==> src/sv/bad_ram.sv <==
// Generic simple dual-port RAM: one write port, one read port, registered read.
// No dependencies.
`timescale 1ns / 1ps
`default_nettype none

module bad_ram #(
  parameter int WIDTH = 8,
  parameter int DEPTH = 16
) (
  input  wire logic                     clk,
  input  wire logic                     we,
  input  wire logic [$clog2(DEPTH)-1:0] wr_addr,
  input  wire logic [WIDTH-1:0]         wr_data,
  input  wire logic                     re,
  input  wire logic [$clog2(DEPTH)-1:0] rd_addr,
  output logic      [WIDTH-1:0]         rd_data
);

  logic [WIDTH-1:0] mem [DEPTH];

  always_ff @(posedge clk) begin
    if (we) begin
      mem[wr_addr] <= wr_data;
    end
    if (re) begin
      rd_data <= mem[rd_addr];
    end
  end

endmodule

`default_nettype wire

==> config.mk <==
export PLATFORM = sky130hd
export DESIGN_NAME = bad_ram
export DESIGN_NICKNAME = d
export VERILOG_FILES = /design/src/sv/bad_ram.sv
export SDC_FILE = /design/constraint.sdc
export NUM_CORES = 1
export LEC_CHECK = 0
export BUFFER_PORTS_ARGS = -buffer_cell sky130_fd_sc_hd__buf_4
export CAP_MARGIN = 10
export CORE_UTILIZATION = 40
export DETAILED_ROUTE_END_ITERATION = 10
export GPL_ROUTABILITY_DRIVEN = 0
export REMOVE_ABC_BUFFERS = 1
export SLEW_MARGIN = 10
export SYNTH_ARGS = -nofsm -noshare
export SYNTH_HDL_FRONTEND = slang
export SYNTH_SLANG_ARGS = --single-unit
==> constraint.sdc <==
create_clock -name clk -period 2.3 [get_ports clk]
set_clock_uncertainty 0.05 [all_clocks]
set_input_delay 0.46 -clock clk [delete_from_list [all_inputs] [get_ports clk]]
set_output_delay 0.46 -clock clk [all_outputs]
set_load 0.01 [all_outputs]
==> flow_summary_export.csv <==
group,metric,value,unit
clock_network,ctsResizeCount,0,
yosys,synth_cell_type_count,18,
pwr,powerDensity,873,nW/um^2
routing,antenna_left,0,
timing,max_freq,585,MHz
routing,firstDrtPassIters,4,
yosys,ys_seq_area_frac,0.781,
floorplan,die_w,116,um
worst_setup_path,cp_data_required_time,2.39,ns
global_route,grt_first_pass_wirelength,15600,um
worst_setup_path,worst-path-buf-inv,2,
timing,setup_tns,0,ns
layout,diodes,0,
clock_network,cts_hold_buffers,0,
floorplan,ios,27,
yosys,netlist_instances,229,
layout,final_common_cell,"edfxtp_1",
floorplan,initial_core_util,0.413,
worst_setup_path,crit_chain,"buf_4 -> buf_12 -> mux4_1 -> a22oi_1 -> nand2_1",
routing,drc,0,
layout,final_core_util,0.496,
worst_setup_path,crit_path_max_fanout,13,
global_route,grt_pass1_vias,2581,
yosys,yosysWarningCount,0,
timing,finalHoldViolCount,0,
routing,wire_per_inst,22.1,um
timing,slew_violations,0,
timing,slew_headroom,0.715,
yosys,syn_area_per_cell,22.8,um^2
pwr,peakVddDrop,0.000456,V
timing,fin_crit,1.71,ns
clock_network,cts-buffers-inserted,17,
worst_setup_path,cp_top_family,"multiplexers",
layout,final_cells,470,
floorplan,core_area,12700,um^2
worst_setup_path,cpMaxStageDelayCell,"mux4_1",
routing,wirelength,10400,um
worst_setup_path,start_kind,"input port",
worst_setup_path,critPathArrivalTime,1.80,ns
yosys,synth_seq_cells,136,
yosys,netlist_area,5230,um^2
floorplan,dieArea,13500,um^2
timing,worst_slew_pin_slew,0.428,ns
global_route,grt_start_max_net_pins,17,
timing,rsz0062_at_grt,"no",
clock_network,htreeDepth,4,
place,io_buffers,26,
job,max_cap_viol_count,0,
place,place_ws,0.185,ns
routing,via_count,2475,
clock_network,clockBufferDepth,2,
place,dp_cells,440,
routing,via_per_inst,5.27,
layout,fin_nets,306,
timing,hold_ws,0.307,ns
worst_setup_path,path_class,"in2reg",
hold_path,hp-class,"in2reg",
timing,setup_viol,0,
floorplan,die_y,116,um
place,hpwl,6550,um
clock_network,root_buffer,"clkbuf_16",
layout,drive_gt1_frac,0.319,
clock_network,clkTransAtPathRegs,0.05,ns
clock_network,post_cts_buffers,0,
timing,final.period_utilization,0.743,
routing,dr.first_iter.drc_count,207,
run_status,status,"finished, final reports clean",
layout,regArea,4080,um^2
pwr,leakagePower,0.00212,uW
floorplan,core.rowCount,41,
global_route,grt_remaining_overflow,0,
layout,final_cell_mix,"136 x edfxtp_1, 46 x buf_4, 18 x mux4_2, 17 x clkbuf_16, 16 x a22oi_1",
layout,areaGrowthSynthToFinish,20.1,%
clock_network,cts_tree,"done",
timing,setup_slack,0.591,ns
clock_network,numClockSinks,136,
worst_setup_path,endpoint_kind,"register",
layout,multi_input_area,1060,um^2
global_route,track_usage,0.170,
global_route,antenna_found_initial,0,
clock_network,clock_latency,0.40,ns
layout,nFillCells,1035,
worst_setup_path,max_stage_delay,0.57,ns
-- flip-flops by register name, indices dropped and copies added (netlist names) --
signal,count
mem,128
rd_data,8
-- final cells by class --
| class | count | area share |
|---|---|---|
| repair buffers | 49 | 0.0646 |
| clock buffers | 18 | 0.0684 |
| flip-flops and latches | 136 | 0.650 |
| multi-input cells | 83 | 0.168 |
| clock inverters | 12 | 0.0139 |
| well taps | 172 | 0.0343 |
-- cells by family after synthesis --
logic type	count (synthesis)	share of synthesized area
compound gates	16	0.0230
simple gates	35	0.0314
mux	32	0.148
flops	136	0.781
buf+inv	10	0.0165
-- report_power, final --
group | switching [uW] | total [uW] | internal [uW]
registers | 13.1 | 2810 | 2790
logic | 154 | 286 | 132
clock network | 938 | 2390 | 1450
total | 1110 | 5480 | 4370
-- metrics by stage --
stage | power [uW] | instance area, um^2
after floorplan | 2970 | 5140
after global placement | 3140 | 5760
after detailed placement | 3150 | 5760
after CTS | 5520 | 6280
after global routing | 5640 | 6280
final | 5480 | 6280
-- cell usage after synthesis (all sizes together) --
| cell | instances | area, um^2 |
|---|---|---|
| or3b | 1 | 8.76 |
| nor3 | 4 | 20.0 |
| mux4 | 32 | 773 |
| and2 | 1 | 6.26 |
| a22oi | 16 | 120 |
| nor2b | 1 | 6.26 |
| nand3b | 2 | 15.0 |
| clkdlybuf4s25 | 3 | 30.0 |
| edfxtp | 136 | 4080 |
| nor2 | 13 | 48.8 |
| and2b | 1 | 7.51 |
| nand2b | 2 | 12.5 |
| nand3 | 1 | 5.00 |
| buf | 7 | 56.3 |
| nand2 | 9 | 33.8 |
-- path summary, 6_finish.rpt --
path	slack, ns	from	end	cells past startpoint
worst min-delay path	0.31	re	rd_data[5]	1
worst min register to register	0.70	mem[14][3]	rd_data[3]	3
worst max-delay path	0.59	rd_addr[0]	rd_data[1]	5
worst max register to register	0.70	mem[1][1]	rd_data[1]	3
-- worst reg2reg max path, stage by stage, from the launching register on --
cell	delay [ns]
edfxtp_1	0.36
mux4_1	0.51
a22oi_1	0.31
nand2_1	0.10
-- routing by layer --
metal | vias up | GRT usage | part of all wire
met5 | - | 0 | 0
met1 | 1292 | 0.229 | 0.43
met3 | 4 | 0.0451 | 0.059
met4 | 0 | 0.0641 | 0.0068
li1 | 1102 | - | -
met2 | 77 | 0.265 | 0.50
Note: power is estimated with default switching activity, not from simulation.
