### src/sv/bad_pkg.sv
// Shared types and constants for the block average downsampler.
// No dependencies; imported by bad_div and block_average_downsampler.
`timescale 1ns / 1ps
`default_nettype none

package bad_pkg;

  localparam int MAX_SIDE   = 512;
  localparam int PIXEL_BITS = 8;

  // Configuration register width and register indexes.
  localparam int CFG_W     = 10;
  localparam int CFG_IDX_W = 1;
  localparam logic [CFG_IDX_W-1:0] REG_MATRIX_SIDE = 1'd0;
  localparam logic [CFG_IDX_W-1:0] REG_BLOCK_SIDE  = 1'd1;

  // Position counters hold 0..MAX_SIDE; the sum store is indexed by tile column.
  localparam int CNT_W = $clog2(MAX_SIDE + 1);
  localparam int IDX_W = $clog2(MAX_SIDE);

  // Accumulator and result widths.
  localparam int ACC_W     = 26;
  localparam int FRAC_BITS = 8;
  localparam int AVG_W     = 16;
  localparam int POS_W     = 9;

  // Shared divider; for the average, dividend is sum * 2^FRAC_BITS, divisor is block_side squared.
  localparam int DIV_N_W   = ACC_W + FRAC_BITS;
  localparam int DIV_D_W   = 2 * CFG_W;
  localparam int DIV_CNT_W = $clog2(DIV_N_W + 1);

  typedef struct packed {
    logic busy;
    logic done;
  } div_status_t;

endpackage

`default_nettype wire

### src/sv/bad_div.sv
// Restoring divider, one quotient bit per cycle, shared by the block.
// Depends on bad_pkg for operand widths and the status struct.
`timescale 1ns / 1ps
`default_nettype none

module bad_div (
  input  wire logic                        clk,
  input  wire logic                        rst,
  input  wire logic                        start,
  input  wire logic [bad_pkg::DIV_N_W-1:0] dividend,
  input  wire logic [bad_pkg::DIV_D_W-1:0] divisor,
  output logic      [bad_pkg::DIV_N_W-1:0] quotient,
  output bad_pkg::div_status_t             status
);
  import bad_pkg::*;

  logic [DIV_N_W-1:0]   num;
  logic [DIV_D_W-1:0]   rem;
  logic [DIV_D_W-1:0]   dsr;
  logic [DIV_CNT_W-1:0] cnt;
  logic                 busy;
  logic                 done;
  logic [DIV_D_W:0]     trial;
  logic                 fits;

  assign trial = {rem, num[DIV_N_W-1]};
  assign fits  = trial >= {1'b0, dsr};

  always_ff @(posedge clk) begin
    if (rst) begin
      busy <= 1'b0;
      done <= 1'b0;
      cnt  <= '0;
    end else begin
      done <= 1'b0;
      if (start) begin
        busy <= 1'b1;
        cnt  <= DIV_CNT_W'(DIV_N_W);
      end else if (busy) begin
        cnt <= cnt - 1'b1;
        if (cnt == DIV_CNT_W'(1)) begin
          busy <= 1'b0;
          done <= 1'b1;
        end
      end
    end
  end

  // Quotient bits shift in at the bottom as dividend bits leave the top.
  always_ff @(posedge clk) begin
    if (start) begin
      num <= dividend;
      rem <= '0;
      dsr <= divisor;
    end else if (busy) begin
      if (fits) begin
        rem <= DIV_D_W'(trial - {1'b0, dsr});
        num <= {num[DIV_N_W-2:0], 1'b1};
      end else begin
        rem <= trial[DIV_D_W-1:0];
        num <= {num[DIV_N_W-2:0], 1'b0};
      end
    end
  end

  assign quotient    = num;
  assign status.busy = busy;
  assign status.done = done;

endmodule

`default_nettype wire

### config.mk
export PLATFORM = sky130hd
export DESIGN_NAME = bad_div
export DESIGN_NICKNAME = d
export VERILOG_FILES = /design/src/sv/bad_pkg.sv /design/src/sv/bad_div.sv
export SDC_FILE = /design/constraint.sdc
export NUM_CORES = 1
export LEC_CHECK = 0
export BUFFER_PORTS_ARGS = -buffer_cell sky130_fd_sc_hd__buf_4
export CORE_ASPECT_RATIO = 1.25
export CORE_UTILIZATION = 30
export CTS_CLUSTER_SIZE = 16
export DETAILED_ROUTE_END_ITERATION = 7
export PLACE_DENSITY = 0.53
export SLEW_MARGIN = 20
export SYNTH_ARGS = -nofsm -noshare
export SYNTH_HDL_FRONTEND = slang
export SYNTH_SLANG_ARGS = --single-unit
### constraint.sdc
create_clock -name clk -period 3.15 [get_ports clk]
set_input_delay 0.315 -clock clk [delete_from_list [all_inputs] [get_ports clk]]
set_output_delay 0.315 -clock clk [all_outputs]
set_load 0.1 [all_outputs]
==> flow_summary.yaml, run 1 <==
detailed_routing:
  wire_per_inst_um: 15.51
  drt_pass1_iterations: 4
  drt-vias-per-instance: 4.823
  vias: 3540
  dr.first_iter.drc_count: 130
  drtAntennaViolNets: 0
  routed_wl_mm: 11.38
  drc: 0
final_layout:
  multiInputGateArea_mm2: 0.002223
  layout_common_cells: "buf_4 (107), edfxtp_1 (54), nor2_1 (37)"
  seq_area_mm2: 0.002182
  nFillCells: 1492
  finalNetCount: 601
  drive_above_1_share_pct: 31.75
  antenna_cells: 0
  area_delta_synth_final_pct: 26.20
  final_area_mm2: 0.005869
  layout_commonest_cell: "buf_4"
global_route:
  grt_start_max_net_pins: 35
  grtUsageTotal_pct: 14.92
  grt_overflow_total: 0
  grt_use_met1_pct: 16.77
  grt_pass1_wl_mm: 18.29
  met2_usage_pct: 26.32
  grt_util_met3_pct: 3.267
  grt_antenna_before_repair: 0
  grt_pass1_vias: 3595
  busiest_layer: "met2"
synth:
  yosysSeqAreaShare_pct: 46.92
  syn_avg_cell_area_um2: 10.87
  synthesis.area_mm2: 0.004651
  synth_fp_nets: 508
  async_flop_share_pct: 0
  postSynthCellCount: 428
  ys_ff_latch: 82
  synth.distinct_cells: 65
  ys_warn_count: 0
  synth_edf_count: 54
  ys.flop_type: "edfxtp_1"
critical_path:
  startpoint: "dsr[13]"
  required_ns: 3.41
  rrSetupSlack_ns: 0.27
  r2r_end: "rem[14]"
  end_kind: "register"
  r2r-start: "dsr[13]"
  reg2reg_depth: 10
  critPathArrivalTime_ns: 3.14
  path_max_fanout: 9
  cp-start-kind: "register"
  cp-endpoint: "rem[14]"
  worstSetupPathType: "register to register"
clock_tree:
  clkTransAtPathRegs_ns: 0.06
  clock-root-buffer: "clkbuf_16"
  max-clock-path-buffers: 2
  cts_tree: "yes"
  cts_sinks: 82
  numCtsBuffers: 9
  h-tree-depth: 3
  clock_latency_ns: 0.34
  post_cts_buffers: 0
sta:
  finalCritPeriodShare_pct: 91.53
  finalClockSkew_ns: 0.005971
  report.final.hold_viol_count: 0
  fmax_mhz: 346.8
  report.final.slew_viol_count: 0
  tns_ns: 0
  holdWs_ns: 0.1450
  worst_slew_margin_rel_pct: 59.73
  min_period_ns: 2.883
  tightestPinTransition_ns: 0.5956
  rsz0062_at_grt: "no"
  setup_viol: 0
placement:
  dpl_cell_area_mm2: 0.005570
  dp_hpwl_mm: 8.398
  routabilityCongestion: 0.8395
  numPortBuffers: 92
power_and_ir_drop:
  ir_drop_v: 0.0003483
  power.density_mw_per_mm2: 562.0
  leakage_uw: 0.002377
floorplan:
  dieWidth_um: 113.4
  die-area_mm2: 0.01601
  core_region_area_mm2: 0.01508
  die_h_um: 141.2
  num_io_pins: 93
  rows: 50
  start_util_pct: 30.85
flow_run:
  maxCapViolCount: 0
outcome:
  outcome: "complete, no violations"
hold_path:
  min_path_type: "input pin to register"
  hold_start: "divisor[11]"
[cell families (layout without fill, tap and decap cells)]
group	Yosys count	count (layout)	share of synthesized area [%]
simple gates	124	124	13.91
flops	82	82	46.92
compound gates	79	79	12.81
buf+inv	55	153	5.515
mux	49	49	11.49
fa+ha+maj	23	23	6.349
xor+xnor	16	16	3.013
[flip-flops by register name (all words and copies together) (netlist names)]
signal    cells
done          1
quotient     34
cnt           6
rem          20
dsr          20
busy          1
[power breakdown]
part | internal (uW) | total (uW) | switching (uW)
Clock | 612 | 1050 | 435
Sequential | 1250 | 1300 | 51.8
Combinational | 308 | 949 | 641
[per-stage QoR]
stage	instances	worst slack [ns]	power [uW]	utilization, %
floorplan	428	0.1146	2029	-
global placement	718	0.2276	2266	36.95
detailed placement	718	0.1498	2275	36.95
CTS	734	0.1301	3339	38.85
global route	734	0.09225	3445	38.93
finish	734	0.2668	3299	38.93
[per-layer routing]
layer	vias to the layer above	wire [um]
met5	-	0
met4	0	294
met3	14	496
met2	75	5799
met1	1693	4792
li1	1758	-
[critical path, cell delays in order (launching register included)]
cell	delay [ns]
edfxtp_1	0.32
inv_1	0.04
ha_1	0.38
and4_4	0.30
nand4_4	0.11
or4_1	0.52
nand4_1	0.15
a2bb2oi_4	0.31
buf_4	0.26
nand4b_1	0.13
a311oi_2	0.25
[cell usage after synthesis, types with 3 or more instances]
| cell | number | area (um2) |
|---|---|---|
| a21o_1 | 3 | 22.52 |
| dfxtp_1 | 28 | 560.5 |
| a21oi_1 | 15 | 75.07 |
| mux2i_1 | 14 | 140.1 |
| inv_1 | 30 | 112.6 |
| ha_1 | 22 | 275.3 |
| o21ai_0 | 12 | 60.06 |
| buf_1 | 3 | 11.26 |
| o21bai_1 | 4 | 30.03 |
| o21a_1 | 5 | 37.54 |
| xnor2_1 | 10 | 87.58 |
| mux2_2 | 35 | 394.1 |
| nand2b_1 | 6 | 37.54 |
| nor4b_1 | 4 | 35.03 |
| nor2_1 | 37 | 138.9 |
| and3_1 | 3 | 18.77 |
| a211oi_1 | 12 | 90.09 |
| nand4_1 | 5 | 31.28 |
| edfxtp_1 | 54 | 1622 |
| nand2_1 | 24 | 90.09 |
| nor2b_1 | 4 | 25.02 |
| nor3_1 | 15 | 75.07 |
| buf_2 | 8 | 40.04 |
| nand3_1 | 8 | 40.04 |
| nor3b_1 | 3 | 22.52 |
| xor2_1 | 6 | 52.55 |
| clkbuf_1 | 8 | 30.03 |
| nor4_1 | 3 | 18.77 |
[cell type report]
class	count	share of cell area, %
Clock buffer	11	3.965
Sequential cell	82	37.18
Timing Repair Buffer	107	13.69
Multi-Input combinational cell	291	37.88
Inverter	30	1.919
Clock inverter	5	0.9380
Tap cell	208	4.434
[repair_timing]
action / 4_1_cts / 5_1_grt
hold buffers: 0 / 0
resized for setup: 0 / 1
setup endpoints to repair: 0 / 1
[how the worst min path moves through the flow]
stage               depth (start not counted)       to  slack [ns]
finish                                      1  dsr[11]        0.15
global route                                1   dsr[7]        0.13
CTS                                         1   dsr[6]        0.13
detailed placement                          2  rem[19]        0.46
global placement                            2  rem[19]        0.45
floorplan                                   0   dsr[0]        0.41
(Power assumes the default switching activity.)
==> run 2, diff against run 1 <==
- RECOVER_POWER: not set -> 100
==> flow_summary.yaml, run 2 (same netlist as run 1, synthesis figures left out) <==
floorplan:
  dieWidth_um: 113.4
  core_region_area_mm2: 0.01508
  die-area_mm2: 0.01601
  die_h_um: 141.2
  rows: 50
  start_util_pct: 30.85
  num_io_pins: 93
global_route:
  grtUsageTotal_pct: 14.92
  grt_overflow_total: 0
  grt_pass1_vias: 3595
  grt_antenna_before_repair: 0
  grt_start_max_net_pins: 35
  grt_pass1_wl_mm: 18.29
critical_path:
  required_ns: 3.30
  worstSetupPathType: "register to register"
  reg2reg_depth: 10
  r2r_end: "rem[3]"
  end_kind: "register"
  cp-endpoint: "rem[3]"
  path_max_fanout: 9
  cp-start-kind: "register"
  critPathArrivalTime_ns: 3.06
  rrSetupSlack_ns: 0.24
  r2r-start: "dsr[13]"
  startpoint: "dsr[13]"
sta:
  min_period_ns: 2.909
  tns_ns: 0
  finalClockSkew_ns: 0.006037
  holdWs_ns: 0.1658
  tightestPinTransition_ns: 1.684
  rsz0062_at_grt: "no"
  worst_slew_margin_rel_pct: -12.29
  report.final.hold_viol_count: 0
  setup_viol: 0
  report.final.slew_viol_count: 33
  postLayoutSetupSlackWorst_ns: 0.2414
  finalCritPeriodShare_pct: 92.34
  fmax_mhz: 343.8
clock_tree:
  cts_hold_buf: 0
  numCtsBuffers: 9
  cts_tree: "yes"
  clkTransAtPathRegs_ns: 0.06
  max-clock-path-buffers: 2
  clock_latency_ns: 0.35
  h-tree-depth: 3
  cts_sinks: 82
  clock-root-buffer: "clkbuf_16"
placement:
  dp.cells: 718
  post-place-ws_ns: 0.1498
  dp_hpwl_mm: 8.398
  routabilityCongestion: 0.8395
  numPortBuffers: 92
power_and_ir_drop:
  p_switching_uw: 1124
  power_uw: 3249
  p_comb_share_pct: 27.7
  leakage_uw: 0.002219
  ir_drop_v: 0.0003409
  p_seq_share_pct: 40.1
  p_int_uw: 2126
  clkPwrFrac_pct: 32.2
  power.density_mw_per_mm2: 571.1
  switching_share_pct: 34.58
final_layout:
  area_delta_synth_final_pct: 22.33
  final_cells: 734
  drive_above_1_share_pct: 23.76
  antenna_cells: 0
  finalNetCount: 601
  layout_common_cells: "edfxtp_1 (54), buf_4 (44), clkbuf_1 (43)"
  nFillCells: 1535
  multiInputGateArea_mm2: 0.002205
  seq_area_mm2: 0.002182
  largest_reg_flops: 34
  layout_commonest_cell: "edfxtp_1"
detailed_routing:
  drt-vias-per-instance: 4.827
  routed_wl_mm: 11.31
  drc: 0
  drt_pass1_iterations: 4
  drtAntennaViolNets: 0
  dr.first_iter.drc_count: 121
  wire_per_inst_um: 15.41
  vias: 3543
outcome:
  violations: "max-capacitance violations, max-slew violations"
  outcome: "complete, but fails checks"
flow_run:
  maxCapViolCount: 1
hold_path:
  min_path_type: "input pin to register"
-- run 2: changes by cell type in the layout (fill, tap and decap cells not counted), sizes merged --
cell    change
buf        -63
clkbuf     +63
-- run 2: power by group through the flow --
| stage | logic [uW] | registers (uW) | clock network [uW] |
|---|---|---|---|
| 3_5_place_dp | 950 | 1330 | 0 |
| 3_3_place_gp | 942 | 1320 | 0 |
| 2_1_floorplan | 383 | 1650 | 0 |
| 6_report | 900 | 1300 | 1050 |
| 5_1_grt | 965 | 1310 | 1120 |
| 4_1_cts | 951 | 1300 | 1080 |
-- run 2: per-stage QoR --
stage          util (%)  cell area [um2]
4_1_cts           38.85             5858
5_1_grt           37.73             5689
3_3_place_gp      36.95             5570
3_5_place_dp      36.95             5570
6_report          37.73             5689
2_1_floorplan         -             4651
-- run 2: critical path, stage by stage (launching register included) --
cell and delay [ns]:
edfxtp_1 0.32, inv_1 0.04, ha_1 0.38, and4_4 0.30, nand4_4 0.11, or4_1 0.52, nand4_1 0.15, a2bb2oi_4 0.31
clkbuf_1 0.27, mux2i_1 0.22, a211oi_1 0.09
-- run 2: routing by layer --
layer / wire length (um) / up-vias / part of all wire (%) / track usage, %
li1: - / 1758 / - / -
met1: 4743 / 1693 / 42 / 16.77
met2: 5779 / 81 / 51 / 26.32
met3: 511 / 11 / 4.5 / 3.267
met4: 273 / 0 / 2.4 / 7.756
met5: 0 / - / 0 / 0
-- run 2: area by class of cell --
cell class,count,share of cell area [%]
clock buffers,11,4.091
flip-flops and latches,82,38.35
well taps,208,4.574
inverters,30,1.979
clock inverters,5,0.9677
multi-input cells,291,38.75
repair buffers,107,11.28
-- run 2: worst min-delay path by stage --
stage                from  endpoint  cells past startpoint
6_report       divisor[7]    dsr[7]                      1
5_1_grt        divisor[7]    dsr[7]                      1
4_1_cts        divisor[6]    dsr[6]                      1
3_3_place_gp      rem[19]   rem[19]                      2
2_1_floorplan  divisor[0]    dsr[0]                      0
3_5_place_dp      rem[19]   rem[19]                      2
-- run 2: timing repair --
action | 4_1_cts | 5_1_grt
endpoints found under the setup margin | 0 | 1
gates resized for setup | 0 | 1
setup buffers | 0 | 0
==> run 3, diff against run 2 <==
- CELL_PAD_IN_SITES_DETAIL_PLACEMENT: not set -> 0
- CELL_PAD_IN_SITES_GLOBAL_PLACEMENT: not set -> 2
- GPL_TIMING_DRIVEN: not set -> 0
- PLACE_DENSITY: 0.53 -> 0.74
==> flow_summary.yaml, run 3 (same netlist as run 1, synthesis figures left out) <==
outcome:
  outcome: "complete, no violations"
global_route:
  grt_overflow_total: 0
  grt_start_max_net_pins: 35
  grtUsageTotal_pct: 15.91
  grt_pass1_vias: 3769
  grt_pass1_wl_mm: 19.37
  grt_antenna_before_repair: 0
floorplan:
  rows: 50
  die-area_mm2: 0.01601
  num_io_pins: 93
  start_util_pct: 30.85
  core_region_area_mm2: 0.01508
  dieWidth_um: 113.4
  die_h_um: 141.2
critical_path:
  cp-start-kind: "register"
  required_ns: 3.25
  path_max_fanout: 10
  r2r-start: "dsr[8]"
  end_kind: "register"
  startpoint: "dsr[8]"
  critPathArrivalTime_ns: 3.06
  worstSetupPathType: "register to register"
hold_path:
  hold_start: "divisor[3]"
  min_path_type: "input pin to register"
sta:
  tns_ns: 0
  tightestPinTransition_ns: 1.306
  finalClockSkew_ns: 0.005760
  finalCritPeriodShare_pct: 94.05
  rsz0062_at_grt: "no"
  report.final.hold_viol_count: 0
  setup_viol: 0
  fmax_mhz: 337.5
  postLayoutSetupSlackWorst_ns: 0.1874
  holdWs_ns: 0.1625
  worst_slew_margin_rel_pct: 12.90
  report.final.slew_viol_count: 0
  min_period_ns: 2.963
detailed_routing:
  wire_per_inst_um: 16.30
  drc: 0
  vias: 3594
  dr.first_iter.drc_count: 140
  drtAntennaViolNets: 0
  drt-vias-per-instance: 4.837
  drt_pass1_iterations: 4
  routed_wl_mm: 12.11
power_and_ir_drop:
  ir_drop_v: 0.0003443
  power.density_mw_per_mm2: 558.7
  leakage_uw: 0.002224
placement:
  post-place-ws_ns: 0.1655
  numPortBuffers: 91
  dpl_cell_area_mm2: 0.005594
  routabilityCongestion: 0.7883
  dp_hpwl_mm: 9.107
clock_tree:
  max-clock-path-buffers: 2
  clock-root-buffer: "clkbuf_16"
  clock_latency_ns: 0.35
  cts_tree: "yes"
  cts_sinks: 82
  h-tree-depth: 3
  clkTransAtPathRegs_ns: 0.06
  ctsResizeCount: 0
  numCtsBuffers: 9
  post_cts_buffers: 0
  cts_hold_buf: 0
final_layout:
  drive_above_1_share_pct: 23.93
  final_area_mm2: 0.005717
  layout_common_cells: "edfxtp_1 (54), clkbuf_1 (48), nor2_1 (37), buf_4 (37), mux2_2 (35)"
  finalNetCount: 610
  seq_area_mm2: 0.002182
  multiInputGateArea_mm2: 0.002217
  layout_commonest_cell: "edfxtp_1"
  area_delta_synth_final_pct: 22.92
  largest_reg_flops: 34
  antenna_cells: 0
  nFillCells: 1543
flow_run:
  maxCapViolCount: 0
## run 3: power by group
group	total [uW]	internal, uW	switching, uW
registers	1300	1250	50.8
clock network	988	531	457
logic	904	256	647
total	3190	2040	1160
## run 3: final timing paths
| check | to | slack [ns] | cells after the start |
|---|---|---|---|
| min reg2reg | rem[19] | 0.46 | 2 |
| min | dsr[3] | 0.16 | 1 |
| max reg2reg | quotient[0] | 0.19 | 11 |
| max | quotient[0] | 0.19 | 11 |
## run 3: per-layer routing
metal / GRT usage (%) / up-vias / part of all wire [%]
met4: 6.856 / 0 / 2.2
li1: - / 1781 / -
met1: 18.79 / 1691 / 42
met2: 26.93 / 108 / 49
met3: 4.428 / 14 / 6.6
met5: 0 / - / 0
## run 3: cell type report
class | count | area share, %
repair buffers | 91 | 9.521
multi-input cells | 291 | 38.78
well taps | 208 | 4.552
plain buffers | 25 | 2.254
flip-flops and latches | 82 | 38.17
clock inverters | 7 | 0.8098
inverters | 30 | 1.970
clock buffers | 9 | 3.940
## run 3: critical path, cell delays in order (launching register included)
cell       delay (ns)
edfxtp_1         0.37
inv_1            0.07
ha_1             0.21
clkbuf_1         0.22
a21o_1           0.26
a221oi_1         0.49
nand2b_1         0.18
nand4_1          0.10
a2bb2oi_2        0.18
buf_6            0.17
buf_4            0.21
mux2_2           0.27
## run 3: per-stage QoR
stage / utilization, % / power [uW] / std cells
floorplan: - / 2029 / 428
global placement: 37.10 / 2267 / 727
detailed placement: 37.10 / 2273 / 727
CTS: 38.90 / 3280 / 743
global route: 37.92 / 3343 / 743
finish: 37.92 / 3194 / 743
